==> src/rtl/c2p_pkg.sv <==
package c2p_pkg;

    localparam int WORK_FRAC      = 10;
    localparam int MAX_ITER       = 24;
    localparam int ITERATIONS_DEF = 16;
    localparam int COORD_BITS_DEF = 16;
    localparam int RADIUS_BITS    = 24;
    localparam int ANGLE_BITS     = 16;
    localparam int PI_Q14         = 51472;
    localparam int PI_Q13         = 25736;

    // arctan(2^-i) in unsigned Q0.14, rounded to nearest
    function automatic logic [13:0] atan_q14(input logic [4:0] idx);
        logic [13:0] v;
        unique case (idx)
            5'd0:    v = 14'd12868;
            5'd1:    v = 14'd7596;
            5'd2:    v = 14'd4014;
            5'd3:    v = 14'd2037;
            5'd4:    v = 14'd1023;
            5'd5:    v = 14'd512;
            5'd6:    v = 14'd256;
            5'd7:    v = 14'd128;
            5'd8:    v = 14'd64;
            5'd9:    v = 14'd32;
            5'd10:   v = 14'd16;
            5'd11:   v = 14'd8;
            5'd12:   v = 14'd4;
            5'd13:   v = 14'd2;
            5'd14:   v = 14'd1;
            default: v = 14'd0;
        endcase
        return v;
    endfunction

    // restoring division, one quotient bit per step. Elaboration only.
    function automatic logic [63:0] div_u64(input logic [63:0] num,
                                            input logic [63:0] den);
        logic [63:0] q;
        logic [64:0] rem;
        int          j;
        q   = '0;
        rem = '0;
        for (j = 63; j >= 0; j--) begin
            rem = {rem[63:0], num[j]};
            if (rem >= {1'b0, den}) begin
                rem  = rem - {1'b0, den};
                q[j] = 1'b1;
            end
        end
        return q;
    endfunction

    // CORDIC gain correction prod 1/sqrt(1+4^-i) over n terms, Q31.
    // Elaboration only.
    function automatic logic [31:0] gain_q31(input int n);
        logic [63:0] p;
        logic [63:0] r;
        logic [63:0] b;
        int          i;
        int          k;
        p = 64'd1 << 62;
        for (i = 0; i < n; i++) begin
            p = p - div_u64(p, (64'd1 << (2 * i)) + 64'd1);
        end
        r = '0;
        b = 64'd1 << 62;
        for (k = 0; k < 32; k++) begin
            if (p >= r + b) begin
                p = p - (r + b);
                r = (r >> 1) + b;
            end else begin
                r = r >> 1;
            end
            b = b >> 2;
        end
        return r[31:0];
    endfunction

endpackage

==> src/rtl/cartesian_to_polar_converter_top.sv <==
// Cartesian to polar converter: a CORDIC engine in vectoring mode turns one signed point
// (x, y) into radius sqrt(x^2+y^2) (unsigned, 8 fraction bits) and angle atan2(y, x)
// (signed Q3.13 radians, -pi..pi; origin gives 0, negative x axis gives +pi). One
// shared add/shift unit runs one micro-rotation per cycle. An item goes through the accept
// and quadrant fold, then the rotations, then the gain-correction multiply, then rounding;
// ready is high only in the idle state, so the next item is accepted only after rounding.
// The finished result sits in an output register, so a new item is taken while it waits;
// the rounding state stalls only while the previous result is still held.
module cartesian_to_polar_converter_top
    import c2p_pkg::*;
#(
    parameter int ITERATIONS = ITERATIONS_DEF,
    parameter int COORD_BITS = COORD_BITS_DEF
) (
    input  logic                          i_clk,
    input  logic                          i_rst_n,
    input  logic                          i_valid,
    output logic                          o_ready,
    input  logic signed [COORD_BITS-1:0]  i_x_coord,
    input  logic signed [COORD_BITS-1:0]  i_y_coord,
    output logic                          o_valid,
    input  logic                          i_ready,
    output logic        [RADIUS_BITS-1:0] o_radius,
    output logic signed [ANGLE_BITS-1:0]  o_angle
);

    localparam int N_ITER = (ITERATIONS > MAX_ITER) ? MAX_ITER : ITERATIONS;
    localparam int CW     = (N_ITER > 1) ? $clog2(N_ITER) : 1;
    localparam int W      = COORD_BITS + WORK_FRAC + 3;
    localparam int AW     = 19;
    localparam logic [31:0] GAIN = gain_q31(N_ITER);
    localparam logic [CW-1:0] LAST_STEP = CW'(N_ITER - 1);

    typedef enum logic [1:0] {
        S_IDLE,
        S_ITER,
        S_MUL,
        S_FIN
    } t_state;

    t_state                    r_state;
    logic signed [W-1:0]       r_wx;
    logic signed [W-1:0]       r_wy;
    logic signed [AW-1:0]      r_z;
    logic        [CW-1:0]      r_step;
    logic                      r_y_zero;
    logic                      r_x_neg;
    logic        [60:0]        r_prod;
    logic                      r_rad_zero;
    logic                      r_rad_sat;
    logic signed [ANGLE_BITS-1:0] r_ang;
    logic                      r_out_valid;
    logic        [RADIUS_BITS-1:0] r_radius;
    logic signed [ANGLE_BITS-1:0]  r_angle;

    // fold of the incoming point
    logic signed [W-1:0]  s_x;
    logic signed [W-1:0]  s_y;
    logic signed [W-1:0]  n_wx_load;
    logic signed [W-1:0]  n_wy_load;
    logic signed [AW-1:0] n_z_load;

    // shared rotation unit
    logic signed [W-1:0]  s_dx;
    logic signed [W-1:0]  s_dy;
    logic signed [AW-1:0] s_atan;
    logic signed [W-1:0]  n_wx_rot;
    logic signed [W-1:0]  n_wy_rot;
    logic signed [AW-1:0] n_z_rot;

    // multiply and angle stage
    logic signed [63:0]   s_wx64;
    logic        [60:0]   n_prod;
    logic signed [AW-1:0] s_clamp;
    logic signed [AW-1:0] s_round;

    // rounding stage
    logic        [60:0]   s_sum;
    logic        [27:0]   s_rad_full;
    logic [RADIUS_BITS-1:0] n_radius;

    always_comb begin
        s_x = W'(i_x_coord);
        s_y = W'(i_y_coord);
        if (i_x_coord < 0) begin
            n_wx_load = (-s_x) <<< WORK_FRAC;
            n_wy_load = (-s_y) <<< WORK_FRAC;
            n_z_load  = (i_y_coord >= 0) ? AW'(PI_Q14) : -AW'(PI_Q14);
        end else begin
            n_wx_load = s_x <<< WORK_FRAC;
            n_wy_load = s_y <<< WORK_FRAC;
            n_z_load  = '0;
        end
    end

    always_comb begin
        s_dx   = r_wy >>> r_step;
        s_dy   = r_wx >>> r_step;
        s_atan = AW'(atan_q14(5'(r_step)));
        if (!r_wy[W-1]) begin
            n_wx_rot = r_wx + s_dx;
            n_wy_rot = r_wy - s_dy;
            n_z_rot  = r_z + s_atan;
        end else begin
            n_wx_rot = r_wx - s_dx;
            n_wy_rot = r_wy + s_dy;
            n_z_rot  = r_z - s_atan;
        end
    end

    always_comb begin
        s_wx64 = 64'(r_wx);
        n_prod = 61'(s_wx64[28:0]) * 61'(GAIN);
        if (r_y_zero) begin
            s_clamp = r_x_neg ? AW'(PI_Q14) : '0;
        end else if (r_z > AW'(PI_Q14)) begin
            s_clamp = AW'(PI_Q14);
        end else if (r_z < -AW'(PI_Q14)) begin
            s_clamp = -AW'(PI_Q14);
        end else begin
            s_clamp = r_z;
        end
        s_round = (s_clamp + AW'(1)) >>> 1;
    end

    always_comb begin
        s_sum      = r_prod + (61'd1 << 32);
        s_rad_full = s_sum[60:33];
        if (r_rad_zero) begin
            n_radius = '0;
        end else if (r_rad_sat || (|s_rad_full[27:RADIUS_BITS])) begin
            n_radius = '1;
        end else begin
            n_radius = s_rad_full[RADIUS_BITS-1:0];
        end
    end

    always_ff @(posedge i_clk) begin
        if (!i_rst_n) begin
            r_state     <= S_IDLE;
            r_wx        <= '0;
            r_wy        <= '0;
            r_z         <= '0;
            r_step      <= '0;
            r_out_valid <= 1'b0;
        end else begin
            if (r_state == S_FIN && (!r_out_valid || i_ready)) begin
                r_out_valid <= 1'b1;
            end else if (r_out_valid && i_ready) begin
                r_out_valid <= 1'b0;
            end
            unique case (r_state)
                S_IDLE: begin
                    if (i_valid) begin
                        r_wx     <= n_wx_load;
                        r_wy     <= n_wy_load;
                        r_z      <= n_z_load;
                        r_step   <= '0;
                        r_y_zero <= (i_y_coord == '0);
                        r_x_neg  <= i_x_coord[COORD_BITS-1];
                        r_state  <= S_ITER;
                    end
                end
                S_ITER: begin
                    r_wx   <= n_wx_rot;
                    r_wy   <= n_wy_rot;
                    r_z    <= n_z_rot;
                    r_step <= r_step + CW'(1);
                    if (r_step == LAST_STEP) begin
                        r_state <= S_MUL;
                    end
                end
                S_MUL: begin
                    r_prod     <= n_prod;
                    r_rad_zero <= (r_wx <= 0);
                    r_rad_sat  <= (s_wx64 >= 64'sd536870912);
                    r_ang      <= ANGLE_BITS'(s_round);
                    r_state    <= S_FIN;
                end
                S_FIN: begin
                    // wait here only while the previous result is still held
                    if (!r_out_valid || i_ready) begin
                        r_radius    <= n_radius;
                        r_angle     <= r_ang;
                        r_state     <= S_IDLE;
                    end
                end
                default: r_state <= S_IDLE;
            endcase
        end
    end

    assign o_ready  = (r_state == S_IDLE);
    assign o_valid  = r_out_valid;
    assign o_radius = r_radius;
    assign o_angle  = r_angle;

endmodule

==> config.mk <==
export PLATFORM = sky130hd
export DESIGN_NAME = cartesian_to_polar_converter_top
export DESIGN_NICKNAME = d
export VERILOG_FILES = /design/src/rtl/c2p_pkg.sv /design/src/rtl/cartesian_to_polar_converter_top.sv
export SDC_FILE = /design/constraint.sdc
export NUM_CORES = 2
export LEC_CHECK = 0
export BUFFER_PORTS_ARGS = -buffer_cell sky130_fd_sc_hd__buf_2
export CAP_MARGIN = 15
export CORE_MARGIN = 2
export CORE_UTILIZATION = 66
export CTS_BUF_LIST = sky130_fd_sc_hd__clkbuf_16
export CTS_CLUSTER_SIZE = 28
export DETAILED_ROUTE_END_ITERATION = 6
export PLACE_DENSITY = 0.83
export SLEW_MARGIN = 20
export SYNTH_ARGS = -nofsm -noshare
export SYNTH_HDL_FRONTEND = slang
export SYNTH_SLANG_ARGS = --single-unit
export TNS_END_PERCENT = 30
==> constraint.sdc <==
create_clock -name i_clk -period 9.37 [get_ports i_clk]
set_input_delay 1.874 -clock i_clk [delete_from_list [all_inputs] [get_ports i_clk]]
set_output_delay 1.874 -clock i_clk [all_outputs]
set_load 0.005 [all_outputs]
# Yosys cells after proc, flatten, opt, wreduce, memory -nomap -nowiden
# Memories as Yosys holds them, arrays and structs flattened. A register that Yosys moved wholly into a read port is not among the register bits.
# Index checks and enable logic that the tools add are counted.
dict set report classes {
  n_addsub 11
  mul 1
  n_lt_le_gt_ge 6
  eq_ne 7
  shifts 2
  mux 28
  reduce_logical 15
}
# operator n
set ops {}
lappend ops {{$mux 29} 6}
lappend ops {{$pmux 29 s2} 2}
lappend ops {{$mux 19} 4}
lappend ops {{$add 60x33->61 const B} 1}
lappend ops {{$add 29x29->29} 2}
lappend ops {{$mul 29x29->58 const B} 1}
lappend ops {{$sshr 29x4->29} 2}
lappend ops {{$sub 29x29->29} 2}
lappend ops {{$mux 17} 3}
lappend ops {{$neg 16->19} 2}
lappend ops {{$pmux 19 s2} 1}
lappend ops {{$ge 29x31->1 const B} 1}
lappend ops {{$le 29x1->1 const B} 1}
lappend ops {{$mux 24} 1}
lappend ops {{$add 19x15->19} 1}
lappend ops {{$gt 19x17->1 const B} 1}
lappend ops {{$lt 19x17->1 const B} 1}
lappend ops {{$sub 19x15->19} 1}
lappend ops {{$add 17x2->17 const B} 1}
lappend ops {{$ge 16x1->1 const B} 1}
lappend ops {{$logic_not 16->1} 1}
lappend ops {{$lt 16x1->1 const B} 1}
lappend ops {{$mux 16} 1}
lappend ops {{$mux 4} 3}
lappend ops {{other kinds (18)} 29}
dict set report word_totals {
  regBits 202
  mem_bits_ro 224
  out_inout_bits 42
  elab_cells 85
  mem_count 1
}
# memory words word_bits rd rd_ports_with_merged_regs write_ports line
set memory_table {}
lappend memory_table {{(name not given)} 16 14 1 1 0 c2p_pkg.sv:15} ;# unique case (idx)

# Depth between registers and ports, before layout
dict set report depth {
  depth_word 5
  mapped_depth 29
  depth_no_buf 26
}

# Worst setup path before layout
# OpenSTA, ideal clock, no wires.
dict set report synth_timing {
  kind {reg-to-reg}
  from {reg r_wx[7]}
  to {reg r_prod[57], data pin}
  arrival_ns 7.404
  path_slack_ns 1.700
  stages_incl_launch_ff 26
  path_buffers 0
  synth_period_minus_slack_ns 7.670
  path_cell_list {dfxtp_1 inv_1 fa_1 fa_1 inv_1 fa_1 inv_1 fa_1 inv_1 fa_1 fa_1 fa_1 inv_1 fa_1 inv_1 ha_1 nand4_1 nor4_1 a21boi_1 o31ai_1 a311oi_1 a21oi_1 o41a_1 a21oi_1 o41ai_1 xnor2_1}
}
dict set report synth_between {
  elab_chain_len 1
}
# item line
set synth_lines {}
lappend synth_lines {{start, declared} cartesian_to_polar_converter_top.sv:42} ;# logic signed [W-1:0] r_wx;
lappend synth_lines {{start signal, assigned} cartesian_to_polar_converter_top.sv:155} ;# r_wx <= n_wx_load;
lappend synth_lines {{start signal, assigned} cartesian_to_polar_converter_top.sv:165} ;# r_wx <= n_wx_rot;
lappend synth_lines {{$mul 29x29->58} cartesian_to_polar_converter_top.sv:113} ;# n_prod = 61'(s_wx64[28:0]) * 61'(GAIN);
lappend synth_lines {{via n_prod[57]} cartesian_to_polar_converter_top.sv:73} ;# logic [60:0] n_prod;
lappend synth_lines {{end signal, assigned} cartesian_to_polar_converter_top.sv:174} ;# r_prod <= n_prod;
lappend synth_lines {{end, declared} cartesian_to_polar_converter_top.sv:48} ;# logic [60:0] r_prod;
# The timed path passes the listed nets, and every way through them passes these cells.
# A chain may end at the register's enable or synchronous reset.

# Final worst setup path
dict set report layout_timing {
  from {reg r_wx[7]}
  to {reg r_prod[59], data pin}
}
# The elaborated chain is that of the path after synthesis.

==> metrics.md <==
| Metric | Value |
|---|---|
| Status | complete, no violations |
| Crit-path leading delay family | adder cells |
| CTS tree | yes |
| List of most frequent post-synthesis cells | 615 x inv_1, 442 x ha_1, 412 x fa_1 |
| RSZ-0062 raised after global routing | false |
| Row count | 81 |
| FF/Latch Area | 4590 µm² |
| CTS buffer count | 17 |
| Die area | 50,700 µm² |
| Setup bufs post-CTS | 0 |
| Post-cts resize count | 0 |
| Final setup viols | 0 |
| Syn Inst Count | 3,400 |
| Final net count | 4,316 |
| # fillers | 3,706 |
| FFs w/ async S/R, synth | 0% |
| MaxCap Viol Count | 0 |
| Initial core utilization | 66.4% |
| Vias | 25,200 |
| Initial antenna violation count | 4 |
| EDFF count, synth | 87 |
| Clk Latency, worst-skew pair | 0.50 ns |
| Wire per inst | 21.1 µm |
| Max Fclk | 112 MHz |
| Slew @ Worst Pin | 1.14 ns |
| Post-synth top area share | 25.5% |
| I/O pins | 78 |
| Critical path buffers and inverters | 6 |
| Final Hold Fails | 0 |
| Gr ovfl total | 0 |
| Clk_skew | 0.0189 ns |
| Worst hold slack | 0.427 ns |
| Placed Cells incl. Taps | 4,029 |
| CTS Hold Bufs | 0 |
| Quantity of I/O buffers inserted on ports | 77 |
| Post-synth top flop | dfxtp_1 |
| Min-Delay Path Depth | 0 |
| Largest net degree at the start of global routing | 89 |
| Die Ht | 225 µm |
| Core area | 48,600 µm² |
| Clk sinks | 185 |
| Multi-input gate area | 24,900 µm² |
| DP HPWL | 69,500 µm |
| Synth cell types | 94 |
| Syn. warnings | 0 |
| DR DRC count | 0 |
| Non-Filler Instances | 4,063 |
| Antenna-violating nets left | 0 |
| CTS max path bufs | 2 |
| Crit path time final | 8.91 ns |
| Final setup margin | 0.455 ns |
| Max Transition Viols Final | 0 |
| Mapped Area | 32,300 µm² |
| Count leader, synth | inv_1 |
| Syn_nets | 4,290 |
| R2R depth | 25 |
| Reg2reg start | r_wx[7] |
| Critical path class | register to register |
| Clock Tree Root | clkbuf_16 |
| First-pass GRT wire length | 134,000 µm |
| Top cells by area, synth | fa_1 26%, ha_1 17%, edfxtp_1 8.1%, inv_1 7.1%, dfxtp_1 6.1% |
| Sequential-to-total area share from yosys stat | 14.2% |
| Fin crit share | 95.1% |
| Clock slew at reported path FFs | 0.09 ns |
| Drt total wl | 85,800 µm |
| Critical Path Slowest Stage Cell | a2111oi_0 |
| Flops & latches, synth | 185 |
| Max incr delay on CP | 1.05 ns |
| 1st-iter DRT viols | 2,305 |
| Worst hold path type | register to register |
| Worst reg2reg endpoint | r_prod[59] |
| Crit. End Element | register |
| End of the worst hold path | o_angle[2] |
| Number of global-route vias before repair | 24,700 |
| CTS H-Tree Depth | 4 |
| DR vias/cell | 6.20 |
| CP Launch Type | register |
| Avg Cell Area, Syn | 9.50 µm² |
| Pre-CTS setup slack | 0.606 ns |
| Fin Setup TNS | 0 ns |
| CP max FO | 13 |
| Slew Limit Headroom | 22.0% |
| Global-route usage over all layers | 34.5% |
| Share of layout cells above drive strength 1 | 7.62% |
| Area growth syn-to-layout | 4.87% |
| Dominant cell type by area after synthesis | fa_1 |
| Chip width | 225 µm |
| R2r setup slk | 0.46 ns |
| Min-delay src | r_ang[2] |
| Req. time, crit path | 9.60 ns |
| Crit path DAT | 9.15 ns |
| Top cell by count, worst path | fa_1 |
| Gpl congestion | 1.01 |
| Initial DRT Pass Iterations | 6 |
## worst max path at each step
| stage | end | depth (start not counted) | start |
|---|---|---|---|
| 3_5_place_dp | r_prod[56] | 25 | r_wx[7] |
| 4_1_cts | r_prod[56] | 25 | r_wx[7] |
| 3_3_place_gp | r_prod[57] | 25 | r_wx[7] |
| 6_report | r_prod[59] | 25 | r_wx[7] |
| 2_1_floorplan | r_prod[57] | 25 | r_wx[7] |
| 5_1_grt | r_prod[59] | 25 | r_wx[7] |
## routing by layer
layer  vias up  part of all wire, %  GRT usage (%)
met5         -                0.034              0
li1      11500                    -              -
met3       185                  9.3           7.46
met1     12300                   42           47.9
met4         4                  3.8           13.2
met2      1125                   45           53.1
## area by class of cell
type / instances / area share [%]
Antenna cell: 2 / 0.0148
Tap cell: 622 / 2.30
Multi-Input combinational cell: 2499 / 73.6
Clock inverter: 15 / 0.661
Sequential cell: 185 / 13.5
Timing Repair Buffer: 105 / 1.76
Inverter: 618 / 6.85
Clock buffer: 17 / 1.26
## logic make-up (layout without fill, tap and decap cells)
group                    Yosys count  in the layout  share of synthesized area [%]
flip-flops                       185            185                           14.2
adder cells (fa/ha/maj)          854            854                           42.7
XOR/XNOR                         199            199                           5.40
multiplexers                     124            124                           6.11
AO/OA/AOI/OAI                    647            647                           12.8
buffers and inverters            716            755                           8.72
other                              0              2                              0
AND/OR/NAND/NOR                  675            675                           10.1
## layout by cell type (no fill, tap or decap), drive strengths merged, types with 52 or more instances in the layout
cell type / n
buf: 105
nor2: 210
edfxtp: 87
o21ai: 130
fa: 412
nand2: 191
ha: 442
a21o: 57
mux4: 53
inv: 632
xor2: 63
mux2i: 52
xnor2: 136
dfxtp: 98
a21oi: 205
## registers in the layout, indices dropped and copies added (netlist names), 2 cells and up
name	cells
r_wx	29
r_wy	29
r_prod	28
o_radius	24
r_z	19
o_angle	16
r_ang	16
s_atan	14
r_step	4
r_state	2
## per-stage QoR
| step | utilization, % | instance area, µm² |
|---|---|---|
| floorplan | - | 32300 |
| global placement | 68.3 | 33200 |
| detailed placement | 68.3 | 33200 |
| CTS | 69.6 | 33900 |
| global route | 69.6 | 33900 |
| finish | 69.6 | 33900 |
Power is left out: the tool's default activity adds up to more than one toggle a clock period on the data nets, which glitch-free logic cannot reach.
